**config.mk**
```make
export PLATFORM = sky130hd
export DESIGN_NAME = quadrature_position_pwm_drive_unit
export DESIGN_NICKNAME = d
export VERILOG_FILES = /design/src/rtl/qpd_pkg.sv /design/src/rtl/qpd_front.sv /design/src/rtl/qpd_back.sv /design/src/rtl/quadrature_position_pwm_drive_unit.sv
export SDC_FILE = /design/constraint.sdc
export NUM_CORES = 2
export LEC_CHECK = 0
export BUFFER_PORTS_ARGS = -buffer_cell sky130_fd_sc_hd__buf_4
export CELL_PAD_IN_SITES_DETAIL_PLACEMENT = 0
export CELL_PAD_IN_SITES_GLOBAL_PLACEMENT = 2
export CORE_UTILIZATION = 43
export CTS_CLUSTER_SIZE = 28
export DETAILED_ROUTE_END_ITERATION = 10
export HOLD_SLACK_MARGIN = 0.08
export PLACE_DENSITY_LB_ADDON = 0.1
export SYNTH_ARGS = -nofsm -noshare
export SYNTH_HDL_FRONTEND = slang
export SYNTH_HIERARCHICAL = 1
export SYNTH_SLANG_ARGS = --single-unit
```
**constraint.sdc**
```tcl
create_clock -name clk -period 8.33 [get_ports clk]
set_clock_uncertainty 0.1 [all_clocks]
set_input_delay 0 -clock clk [delete_from_list [all_inputs] [get_ports clk]]
set_output_delay 0 -clock clk [all_outputs]
set_load 0.02 [all_outputs]
```
**src/rtl/qpd_pkg.sv**
```systemverilog
// Package: shared types, codes, constants and the step table for the quadrature drive unit.
package qpd_pkg;

    // Position counter width (16..32); the reported position is sign-extended to 32 bits.
    localparam int POSITION_WIDTH = 32;

    // Input op codes
    localparam logic [1:0] OP_EDGE      = 2'd0;
    localparam logic [1:0] OP_RECOMPUTE = 2'd1;
    localparam logic [1:0] OP_SYNC      = 2'd2;

    // Configuration register indexes
    localparam logic [1:0] CFG_DRIVE_ENABLE = 2'd0;
    localparam logic [1:0] CFG_MIN_DUTY     = 2'd1;
    localparam logic [1:0] CFG_PWM_PERIOD   = 2'd2;

    // Configuration reset values
    localparam logic [6:0]  MIN_DUTY_RESET = 7'd20;
    localparam logic [15:0] PERIOD_RESET   = 16'd5000;

    // Drive math constants
    localparam logic signed [32:0] SAT_DISTANCE = 33'sd1000;
    localparam logic [6:0]         PCT_MAX      = 7'd100;
    localparam int                 SQ_SHIFT     = 7;
    localparam logic [19:0]        SQ_ROUND     = 20'd127;
    // ceil(2^30 / 100): exact quotient for products below 2^23
    localparam logic [23:0]        RECIP_100    = 24'd10737419;
    localparam int                 RECIP_SHIFT  = 30;

    // Classified item kind
    typedef enum logic [1:0] {
        KIND_EDGE,
        KIND_RECOMPUTE,
        KIND_SYNC,
        KIND_NOP
    } kind_t;

    // Back-end sequencer states
    typedef enum logic [2:0] {
        ST_IDLE,
        ST_DIST,
        ST_SQUARE,
        ST_SCALE,
        ST_MULT,
        ST_EMIT
    } state_t;

    // One classified command in the queue
    typedef struct packed {
        kind_t              kind;
        logic               compute;
        logic [1:0]         now;
        logic signed [31:0] target;
    } cmd_t;

    // Queue head as seen by the back end
    typedef struct packed {
        logic valid;
        cmd_t cmd;
    } q_head_t;

    // Configuration registers
    typedef struct packed {
        logic        drive_enable;
        logic [6:0]  min_duty;
        logic [15:0] period;
    } cfg_t;

    // One result transaction
    typedef struct packed {
        logic [31:0] position;
        logic [31:0] edge_count;
        logic        duty_written;
        logic        dir_forward;
        logic        dir_reverse;
        logic [15:0] duty_ticks;
        logic [7:0]  drive_percent;
    } result_t;

    // Gray transition table, index {old phase, new phase}
    localparam logic signed [1:0] STEP_TABLE [16] = '{
         2'sd0,  2'sd1, -2'sd1,  2'sd0,
        -2'sd1,  2'sd0,  2'sd0,  2'sd1,
         2'sd1,  2'sd0,  2'sd0, -2'sd1,
         2'sd0, -2'sd1,  2'sd1,  2'sd0
    };

    function automatic logic signed [1:0] step_delta(input logic [1:0] old_phase,
                                                     input logic [1:0] new_phase);
        return STEP_TABLE[{old_phase, new_phase}];
    endfunction

endpackage

```
**src/rtl/qpd_front.sv**
```systemverilog
// Front end: accepts input transactions, classifies them and queues them in a two-entry command queue.
module qpd_front (
    input  logic               clk,
    input  logic               rst_n,
    input  logic               in_valid,
    output logic               in_ready,
    input  logic [1:0]         in_op,
    input  logic [1:0]         in_now,
    input  logic signed [31:0] in_target,
    input  logic               drive_enable,
    output qpd_pkg::q_head_t   head,
    input  logic               pop
);

    qpd_pkg::cmd_t q_mem_reg [2];
    logic          wr_ptr_reg, wr_ptr_next;
    logic          rd_ptr_reg, rd_ptr_next;
    logic [1:0]    count_reg, count_next;
    qpd_pkg::cmd_t cmd_in;
    logic          push;

    // Classify the incoming op
    always_comb
    begin
        cmd_in.now    = in_now;
        cmd_in.target = in_target;
        unique case (in_op)
            qpd_pkg::OP_EDGE:      cmd_in.kind = qpd_pkg::KIND_EDGE;
            qpd_pkg::OP_RECOMPUTE: cmd_in.kind = qpd_pkg::KIND_RECOMPUTE;
            qpd_pkg::OP_SYNC:      cmd_in.kind = qpd_pkg::KIND_SYNC;
            default:               cmd_in.kind = qpd_pkg::KIND_NOP;
        endcase
        cmd_in.compute = drive_enable &&
                         (cmd_in.kind == qpd_pkg::KIND_EDGE ||
                          cmd_in.kind == qpd_pkg::KIND_RECOMPUTE);
    end

    assign in_ready   = (count_reg != 2'd2);
    assign push       = in_valid && in_ready;
    assign head.valid = (count_reg != 2'd0);
    assign head.cmd   = q_mem_reg[rd_ptr_reg];

    // Queue pointers and fill count
    always_comb
    begin
        wr_ptr_next = push ? ~wr_ptr_reg : wr_ptr_reg;
        rd_ptr_next = pop  ? ~rd_ptr_reg : rd_ptr_reg;
        count_next  = count_reg + 2'(push) - 2'(pop);
    end

    always_ff @(posedge clk or negedge rst_n)
    begin
        if (!rst_n)
        begin
            wr_ptr_reg <= 1'b0;
            rd_ptr_reg <= 1'b0;
            count_reg  <= 2'd0;
        end
        else
        begin
            wr_ptr_reg <= wr_ptr_next;
            rd_ptr_reg <= rd_ptr_next;
            count_reg  <= count_next;
        end
    end

    // Queue storage
    always_ff @(posedge clk)
    begin
        if (push)
        begin
            q_mem_reg[wr_ptr_reg] <= cmd_in;
        end
    end

endmodule

```
**src/rtl/qpd_back.sv**
```systemverilog
// Back end: updates the encoder state, runs the drive math and holds the result register.
module qpd_back (
    input  logic              clk,
    input  logic              rst_n,
    input  qpd_pkg::q_head_t  head,
    output logic              pop,
    input  qpd_pkg::cfg_t     cfg,
    output logic              out_valid,
    input  logic              out_ready,
    output qpd_pkg::result_t  result
);

    localparam int PW = qpd_pkg::POSITION_WIDTH;

    qpd_pkg::state_t state_reg, state_next;

    // Encoder state
    logic [1:0]    phase_reg;
    logic [PW-1:0] pos_reg;
    logic [31:0]   count_reg;

    // Drive math pipeline registers
    logic                compute_reg;
    logic signed [31:0]  target_reg;
    logic signed [32:0]  dist_reg;
    logic                neg_reg;
    logic                sat_reg;
    logic [19:0]         sq_reg;
    logic [6:0]          pmag_reg;
    logic                write_reg;
    logic [7:0]          pct_reg;
    logic [22:0]         prod_reg;

    logic                out_valid_reg, out_valid_next;
    qpd_pkg::result_t    result_reg;

    logic                emit;
    logic                out_free;

    // Combinational datapath pieces
    logic signed [1:0]   delta;
    logic signed [32:0]  dist_next;
    logic [10:0]         mag11;
    logic [9:0]          mag10;
    logic [19:0]         sq_next;
    logic [12:0]         shf;
    logic [6:0]          cmag;
    logic [6:0]          lmag;
    logic [46:0]         scaled;

    assign out_free = !out_valid_reg || out_ready;

    // Next state
    always_comb
    begin
        state_next = state_reg;
        unique case (state_reg)
            qpd_pkg::ST_IDLE:
                if (head.valid)
                begin
                    state_next = head.cmd.compute ? qpd_pkg::ST_DIST : qpd_pkg::ST_EMIT;
                end
            qpd_pkg::ST_DIST:   state_next = qpd_pkg::ST_SQUARE;
            qpd_pkg::ST_SQUARE: state_next = qpd_pkg::ST_SCALE;
            qpd_pkg::ST_SCALE:  state_next = qpd_pkg::ST_MULT;
            qpd_pkg::ST_MULT:   state_next = qpd_pkg::ST_EMIT;
            qpd_pkg::ST_EMIT:
                if (out_free)
                begin
                    state_next = qpd_pkg::ST_IDLE;
                end
            default:            state_next = qpd_pkg::ST_IDLE;
        endcase
    end

    // Sequencer outputs
    always_comb
    begin
        pop  = 1'b0;
        emit = 1'b0;
        unique case (state_reg)
            qpd_pkg::ST_IDLE: pop  = head.valid;
            qpd_pkg::ST_EMIT: emit = out_free;
            default:
            begin
                pop  = 1'b0;
                emit = 1'b0;
            end
        endcase
    end

    // Datapath arithmetic
    always_comb
    begin
        delta     = qpd_pkg::step_delta(phase_reg, head.cmd.now);
        dist_next = 33'(target_reg) - 33'(signed'(pos_reg));
        mag11     = dist_reg[32] ? (11'd0 - dist_reg[10:0]) : dist_reg[10:0];
        mag10     = mag11[9:0];
        sq_next   = {10'd0, mag10} * {10'd0, mag10};
        shf       = neg_reg ? 13'((sq_reg + qpd_pkg::SQ_ROUND) >> qpd_pkg::SQ_SHIFT)
                            : 13'(sq_reg >> qpd_pkg::SQ_SHIFT);
        cmag      = (sat_reg || shf > 13'(qpd_pkg::PCT_MAX)) ? qpd_pkg::PCT_MAX : shf[6:0];
        lmag      = (cmag != 7'd0 && cmag < cfg.min_duty) ? cfg.min_duty : cmag;
        scaled    = {24'd0, prod_reg} * {23'd0, qpd_pkg::RECIP_100};
    end

    // Encoder state update on pop
    always_ff @(posedge clk or negedge rst_n)
    begin
        if (!rst_n)
        begin
            phase_reg <= 2'd0;
            pos_reg   <= '0;
            count_reg <= 32'd0;
        end
        else if (pop)
        begin
            unique case (head.cmd.kind) inside
                qpd_pkg::KIND_EDGE:
                begin
                    phase_reg <= head.cmd.now;
                    pos_reg   <= pos_reg + PW'(delta);
                    count_reg <= count_reg + 32'd1;
                end
                qpd_pkg::KIND_SYNC:
                begin
                    phase_reg <= head.cmd.now;
                    pos_reg   <= '0;
                    count_reg <= 32'd0;
                end
                qpd_pkg::KIND_RECOMPUTE, qpd_pkg::KIND_NOP:
                begin
                    phase_reg <= phase_reg;
                end
            endcase
        end
    end

    // Control registers
    always_ff @(posedge clk or negedge rst_n)
    begin
        if (!rst_n)
        begin
            state_reg     <= qpd_pkg::ST_IDLE;
            out_valid_reg <= 1'b0;
            compute_reg   <= 1'b0;
        end
        else
        begin
            state_reg     <= state_next;
            out_valid_reg <= out_valid_next;
            if (pop)
            begin
                compute_reg <= head.cmd.compute;
            end
        end
    end

    always_comb
    begin
        out_valid_next = emit ? 1'b1 : (out_ready ? 1'b0 : out_valid_reg);
    end

    // Drive math stages
    always_ff @(posedge clk)
    begin
        if (pop)
        begin
            target_reg <= head.cmd.target;
        end
        if (state_reg == qpd_pkg::ST_DIST)
        begin
            dist_reg <= dist_next;
        end
        if (state_reg == qpd_pkg::ST_SQUARE)
        begin
            sq_reg  <= sq_next;
            neg_reg <= dist_reg[32];
            sat_reg <= (dist_reg > qpd_pkg::SAT_DISTANCE) ||
                       (dist_reg < -qpd_pkg::SAT_DISTANCE);
        end
        if (state_reg == qpd_pkg::ST_SCALE)
        begin
            pmag_reg  <= lmag;
            write_reg <= (lmag <= qpd_pkg::PCT_MAX);
            pct_reg   <= neg_reg ? (8'd0 - {1'b0, lmag}) : {1'b0, lmag};
        end
        if (state_reg == qpd_pkg::ST_MULT)
        begin
            prod_reg <= 23'({7'd0, cfg.period} * {16'd0, pmag_reg});
        end
        if (emit)
        begin
            result_reg.position      <= 32'(signed'(pos_reg));
            result_reg.edge_count    <= count_reg;
            result_reg.duty_written  <= compute_reg && write_reg;
            result_reg.dir_forward   <= compute_reg && write_reg && !pct_reg[7];
            result_reg.dir_reverse   <= compute_reg && write_reg && pct_reg[7];
            result_reg.duty_ticks    <= (compute_reg && write_reg)
                                        ? scaled[qpd_pkg::RECIP_SHIFT+15:qpd_pkg::RECIP_SHIFT]
                                        : 16'd0;
            result_reg.drive_percent <= compute_reg ? pct_reg : 8'd0;
        end
    end

    assign out_valid = out_valid_reg;
    assign result    = result_reg;

endmodule

```
**src/rtl/quadrature_position_pwm_drive_unit.sv**
```systemverilog
// Top level: quadrature position counter with proportional PWM drive command output.
//
//  channel   dir  handshake                      payload
//  s_axis    in   s_axis_tvalid / s_axis_tready  tdata: encoder levels, target; tuser: op
//  m_axis    out  m_axis_tvalid / m_axis_tready  tdata: position, count, duty; tuser: written
//  cfg       in   cfg_we                         cfg_index, cfg_data
//
// An item that computes a drive passes through the back-end sequencer states (pop/state
// update, distance, square, clamp and lift, period multiply, reciprocal multiply);
// edges with drive off, syncs and unused ops go from the pop straight to the emit state.
// A two-entry command queue lets input transactions land while the back end is busy.
// The result register holds a stalled result; the back end may pop the next command
// meanwhile. Reset is asynchronous: configuration returns to defaults, state clears.
module quadrature_position_pwm_drive_unit (
    input  logic        clk,
    input  logic        rst_n,
    input  logic        s_axis_tvalid,
    output logic        s_axis_tready,
    input  logic [39:0] s_axis_tdata,   // sensor_a, sensor_b, target_position[31:0], zero pad
    input  logic [1:0]  s_axis_tuser,   // op
    output logic        m_axis_tvalid,
    input  logic        m_axis_tready,
    output logic [95:0] m_axis_tdata,   // position, edge_count, dir_forward, dir_reverse,
                                        // duty_ticks, drive_percent, zero pad
    output logic        m_axis_tuser,   // duty_written
    input  logic        cfg_we,
    input  logic [1:0]  cfg_index,
    input  logic [15:0] cfg_data
);

    qpd_pkg::cfg_t    cfg_reg;
    qpd_pkg::q_head_t q_head;
    logic             q_pop;
    qpd_pkg::result_t result;

    // Configuration register writes
    always_ff @(posedge clk or negedge rst_n)
    begin
        if (!rst_n)
        begin
            cfg_reg.drive_enable <= 1'b0;
            cfg_reg.min_duty     <= qpd_pkg::MIN_DUTY_RESET;
            cfg_reg.period       <= qpd_pkg::PERIOD_RESET;
        end
        else if (cfg_we)
        begin
            unique case (cfg_index)
                qpd_pkg::CFG_DRIVE_ENABLE: cfg_reg.drive_enable <= cfg_data[0];
                qpd_pkg::CFG_MIN_DUTY:     cfg_reg.min_duty     <= cfg_data[6:0];
                qpd_pkg::CFG_PWM_PERIOD:   cfg_reg.period       <= cfg_data;
                default:                   cfg_reg              <= cfg_reg;
            endcase
        end
    end

    qpd_front u_front (
        .clk          (clk),
        .rst_n        (rst_n),
        .in_valid     (s_axis_tvalid),
        .in_ready     (s_axis_tready),
        .in_op        (s_axis_tuser),
        .in_now       (s_axis_tdata[1:0]),
        .in_target    (signed'(s_axis_tdata[33:2])),
        .drive_enable (cfg_reg.drive_enable),
        .head         (q_head),
        .pop          (q_pop)
    );

    qpd_back u_back (
        .clk       (clk),
        .rst_n     (rst_n),
        .head      (q_head),
        .pop       (q_pop),
        .cfg       (cfg_reg),
        .out_valid (m_axis_tvalid),
        .out_ready (m_axis_tready),
        .result    (result)
    );

    // Output packing
    assign m_axis_tdata = {6'd0,
                           result.drive_percent,
                           result.duty_ticks,
                           result.dir_reverse,
                           result.dir_forward,
                           result.edge_count,
                           result.position};
    assign m_axis_tuser = result.duty_written;

`ifndef SYNTHESIS
    // The back end never pops an empty queue
    a_pop_nonempty: assert property (@(posedge clk) disable iff (!rst_n)
        q_pop |-> q_head.valid)
        else $error("command popped from empty queue");

    // A written duty command carries exactly one direction bit
    a_dir_onehot: assert property (@(posedge clk) disable iff (!rst_n)
        (m_axis_tvalid && m_axis_tuser) |-> $onehot(m_axis_tdata[65:64]))
        else $error("duty command without a single direction bit");

    // No duty command means no direction and no on-time
    a_no_cmd_zero: assert property (@(posedge clk) disable iff (!rst_n)
        (m_axis_tvalid && !m_axis_tuser) |->
            (m_axis_tdata[65:64] == 2'd0 && m_axis_tdata[81:66] == 16'd0))
        else $error("direction or duty set without a duty command");
`endif

endmodule

```
==> results.toml <==
[clocking]
clk_path_buf_depth = 3
clk-insertion-delay-late_ns = 0.60
post_cts_buffers = 0
root_buffer = "clkbuf_16"
htreeDepth = 2
ctsResizeCount = 0
clk_pin_slew_ns = 0.06
cts_inserted_buffers = 45
cts_tree = "yes"
clock_sinks = 388
ctsHoldBuffers = 116

[status]
status = "finished, final reports clean"

[die]
core_area_um2 = 74700
initial_utilization_pct = 43.7
die_w_um = 277
dieHeight_um = 277
die_area_um2 = 76900
row_count = 100
pin_count = 164

[place]
io_buffers = 151
gp_congestion = 0.908
hpwl_um = 61300

[global_routing]
grt_usage_pct = 20.5
grt_pass1_vias = 22900
overflow = 0
antenna_found_initial = 1
grt_max_degree = 75
grt_pass1_wl_um = 124000

[drt]
drt-total-wl_um = 77300
dr.pass1.iters = 5
antenna_left = 0
route.detailed.drc = 0
drt-vias-per-instance = 5.08
vias = 21600
wl_per_cell_um = 18.2
drt_iter0_markers = 859

[timing]
fin_crit_ns = 7.67
setup_viol = 0
rsz0062_at_grt = "no"
hold_viol_final = 0
fmax_mhz = 130
final.setup.tns_ns = 0
maxSlewViolCount = 0
tightest_slew_ns = 1.18
post-route-period-util_pct = 92.0
relSlewSlack_pct = 21.4

[setup_path]
worstPathMaxFanout = 7
worstPathArrival_ns = 7.90
crit_path_end_kind = "flip-flop"
crit_type = "reg2reg"
crit_required_ns = 8.56
worstSetupStartpointType = "flip-flop"

[logic_synthesis]
avgSynthCellArea_um2 = 11.0
synth_flop_cell = "edfxtp_1"
synth_top_area_share_pct = 26.6
yosysWarnings = 6
synthCells = 2955
synth_edf_count = 289
synth_top_cell_by_area = "edfxtp_1"
ys_seq_area_share_pct = 34.2
netlist_area_um2 = 32600
yosysUniqueCellTypes = 84
ys_seq_elements = 388
ys_async_sr_fraction_pct = 25.5
synth.area.top_cells = "edfxtp_1, fa_1, ha_1, dfrtp_1, inv_1"

[job]
max_cap_viol_count = 0

[layout]
final_layout_size_suffix_gt1_share_pct = 10.7
antenna_cells = 0
nets = 4020
flow.area_growth_from_synthesis_pct = 15.3
largest_register_ffs = 91

[hold_path]
worst_hold_path_type = "in2reg"
-- logic make-up after synthesis --
kind of cell             count (synthesis)  share of synthesized area [%]
buffers and inverters                  605                           7.18
flip-flops                             388                           34.2
AND/OR/NAND/NOR                        657                           9.62
AO/OA/AOI/OAI                          368                           7.58
multiplexers                            66                           2.66
XOR/XNOR                               158                           4.24
other                                    1                         0.0115
adder cells (fa/ha/maj)                712                           34.5
-- final cells by class --
| type | instances | area, um2 |
|---|---|---|
| clock inverters | 25 | 329 |
| inverters | 562 | 2110 |
| fillers | 6789 | 37100 |
| repair buffers | 279 | 2400 |
| clock buffers | 59 | 1220 |
| well taps | 969 | 1210 |
| flip-flops and latches | 388 | 11200 |
| multi-input cells | 1967 | 19200 |
-- worst max-delay path, stage by stage, from the launching register on --
cell,delay (ns)
edfxtp_1,0.53
inv_1,0.15
fa_1,0.51
inv_1,0.09
fa_1,0.51
inv_1,0.06
fa_1,0.49
fa_1,0.52
inv_1,0.05
fa_1,0.47
fa_1,0.54
inv_1,0.05
fa_1,0.53
inv_1,0.04
ha_1,0.29
and3_1,0.16
a221o_1,0.36
nor4_1,0.21
o211ai_1,0.23
nand4b_1,0.26
a2111oi_2,0.15
o311ai_1,0.46
nand2_1,0.14
a221oi_1,0.37
mux2i_1,0.12
-- stage by stage --
step / setup slack, ns / instances / cell area (um2) / hold slack (ns) / util, %
2_1_floorplan: 1.45 / 2960 / 32600 / -0.396 / -
3_3_place_gp: 0.670 / 4049 / 34900 / -0.000191 / 46.7
3_5_place_dp: 0.619 / 4049 / 34900 / 0.00630 / 46.7
4_1_cts: 0.576 / 4249 / 37600 / 0.0811 / 50.3
5_1_grt: 0.205 / 4249 / 37600 / 0.0900 / 50.3
6_report: 0.662 / 4249 / 37600 / 0.115 / 50.3
-- layout by cell type, fill, tap and decap left out, drive strengths merged, types with 6 or more instances in the layout --
cell type	count
dfstp	7
a2111oi	6
o21a	22
nand2b	23
and3	22
a211oi	13
or3	14
buf	164
nor2b	24
or2	13
dlygate4sd3	115
conb	6
and2	51
ha	402
clkbuf	59
edfxtp	289
a21o	46
a21oi	100
mux2	63
nor2	144
nand3	45
nor4	16
nor3	48
o31ai	15
nand2	224
fa	310
xor2	61
inv	564
o21ai	87
dfrtp	92
xnor2	97
clkinv	15
a41oi	6
nand4	15
-- worst paths after layout --
check | from | to | slack (ns) | cells after the start
max | u_back/prod_reg[6] | u_back/result[22] | 0.66 | 24
min | cfg_data[4] | cfg_reg[20] | 0.11 | 3
max reg2reg | u_back/prod_reg[6] | u_back/result[22] | 0.66 | 24
min in group asynchronous | rst_n | u_back/pos_reg[28] | 0.48 | 4
max in group asynchronous | rst_n | cfg_reg[2] | 6.90 | 4
min reg2reg | u_back/count_reg[12] | u_back/result[39] | 0.38 | 0
-- metal layers --
layer  track usage [%]  vias up  wire [um]
met3              2.33       69       2160
met5                 0        -         13
met1              26.8    10800      34400
met4              3.89        2       1120
met2              36.7      273      39600
li1                  -    10400          -
-- synth_stat cells, types with 14 or more instances --
master	count
fa_1	310
nor3_1	48
mux2_4	31
a21oi_1	97
xnor2_1	97
nand2b_1	23
nand2_1	224
dfrtp_1	92
nand4_1	15
o21a_1	22
and3_1	22
and2_1	51
o21ai_0	82
nor2b_1	24
nor4_1	15
mux2_2	32
ha_1	402
or3_1	14
xor2_1	61
inv_1	562
clkbuf_1	25
a21o_1	46
edfxtp_1	289
nor2_1	144
nand3_1	45
o31ai_1	14
Power is left out: the tool's default activity adds up to more than one toggle a clock period on the data nets, which glitch-free logic cannot reach.
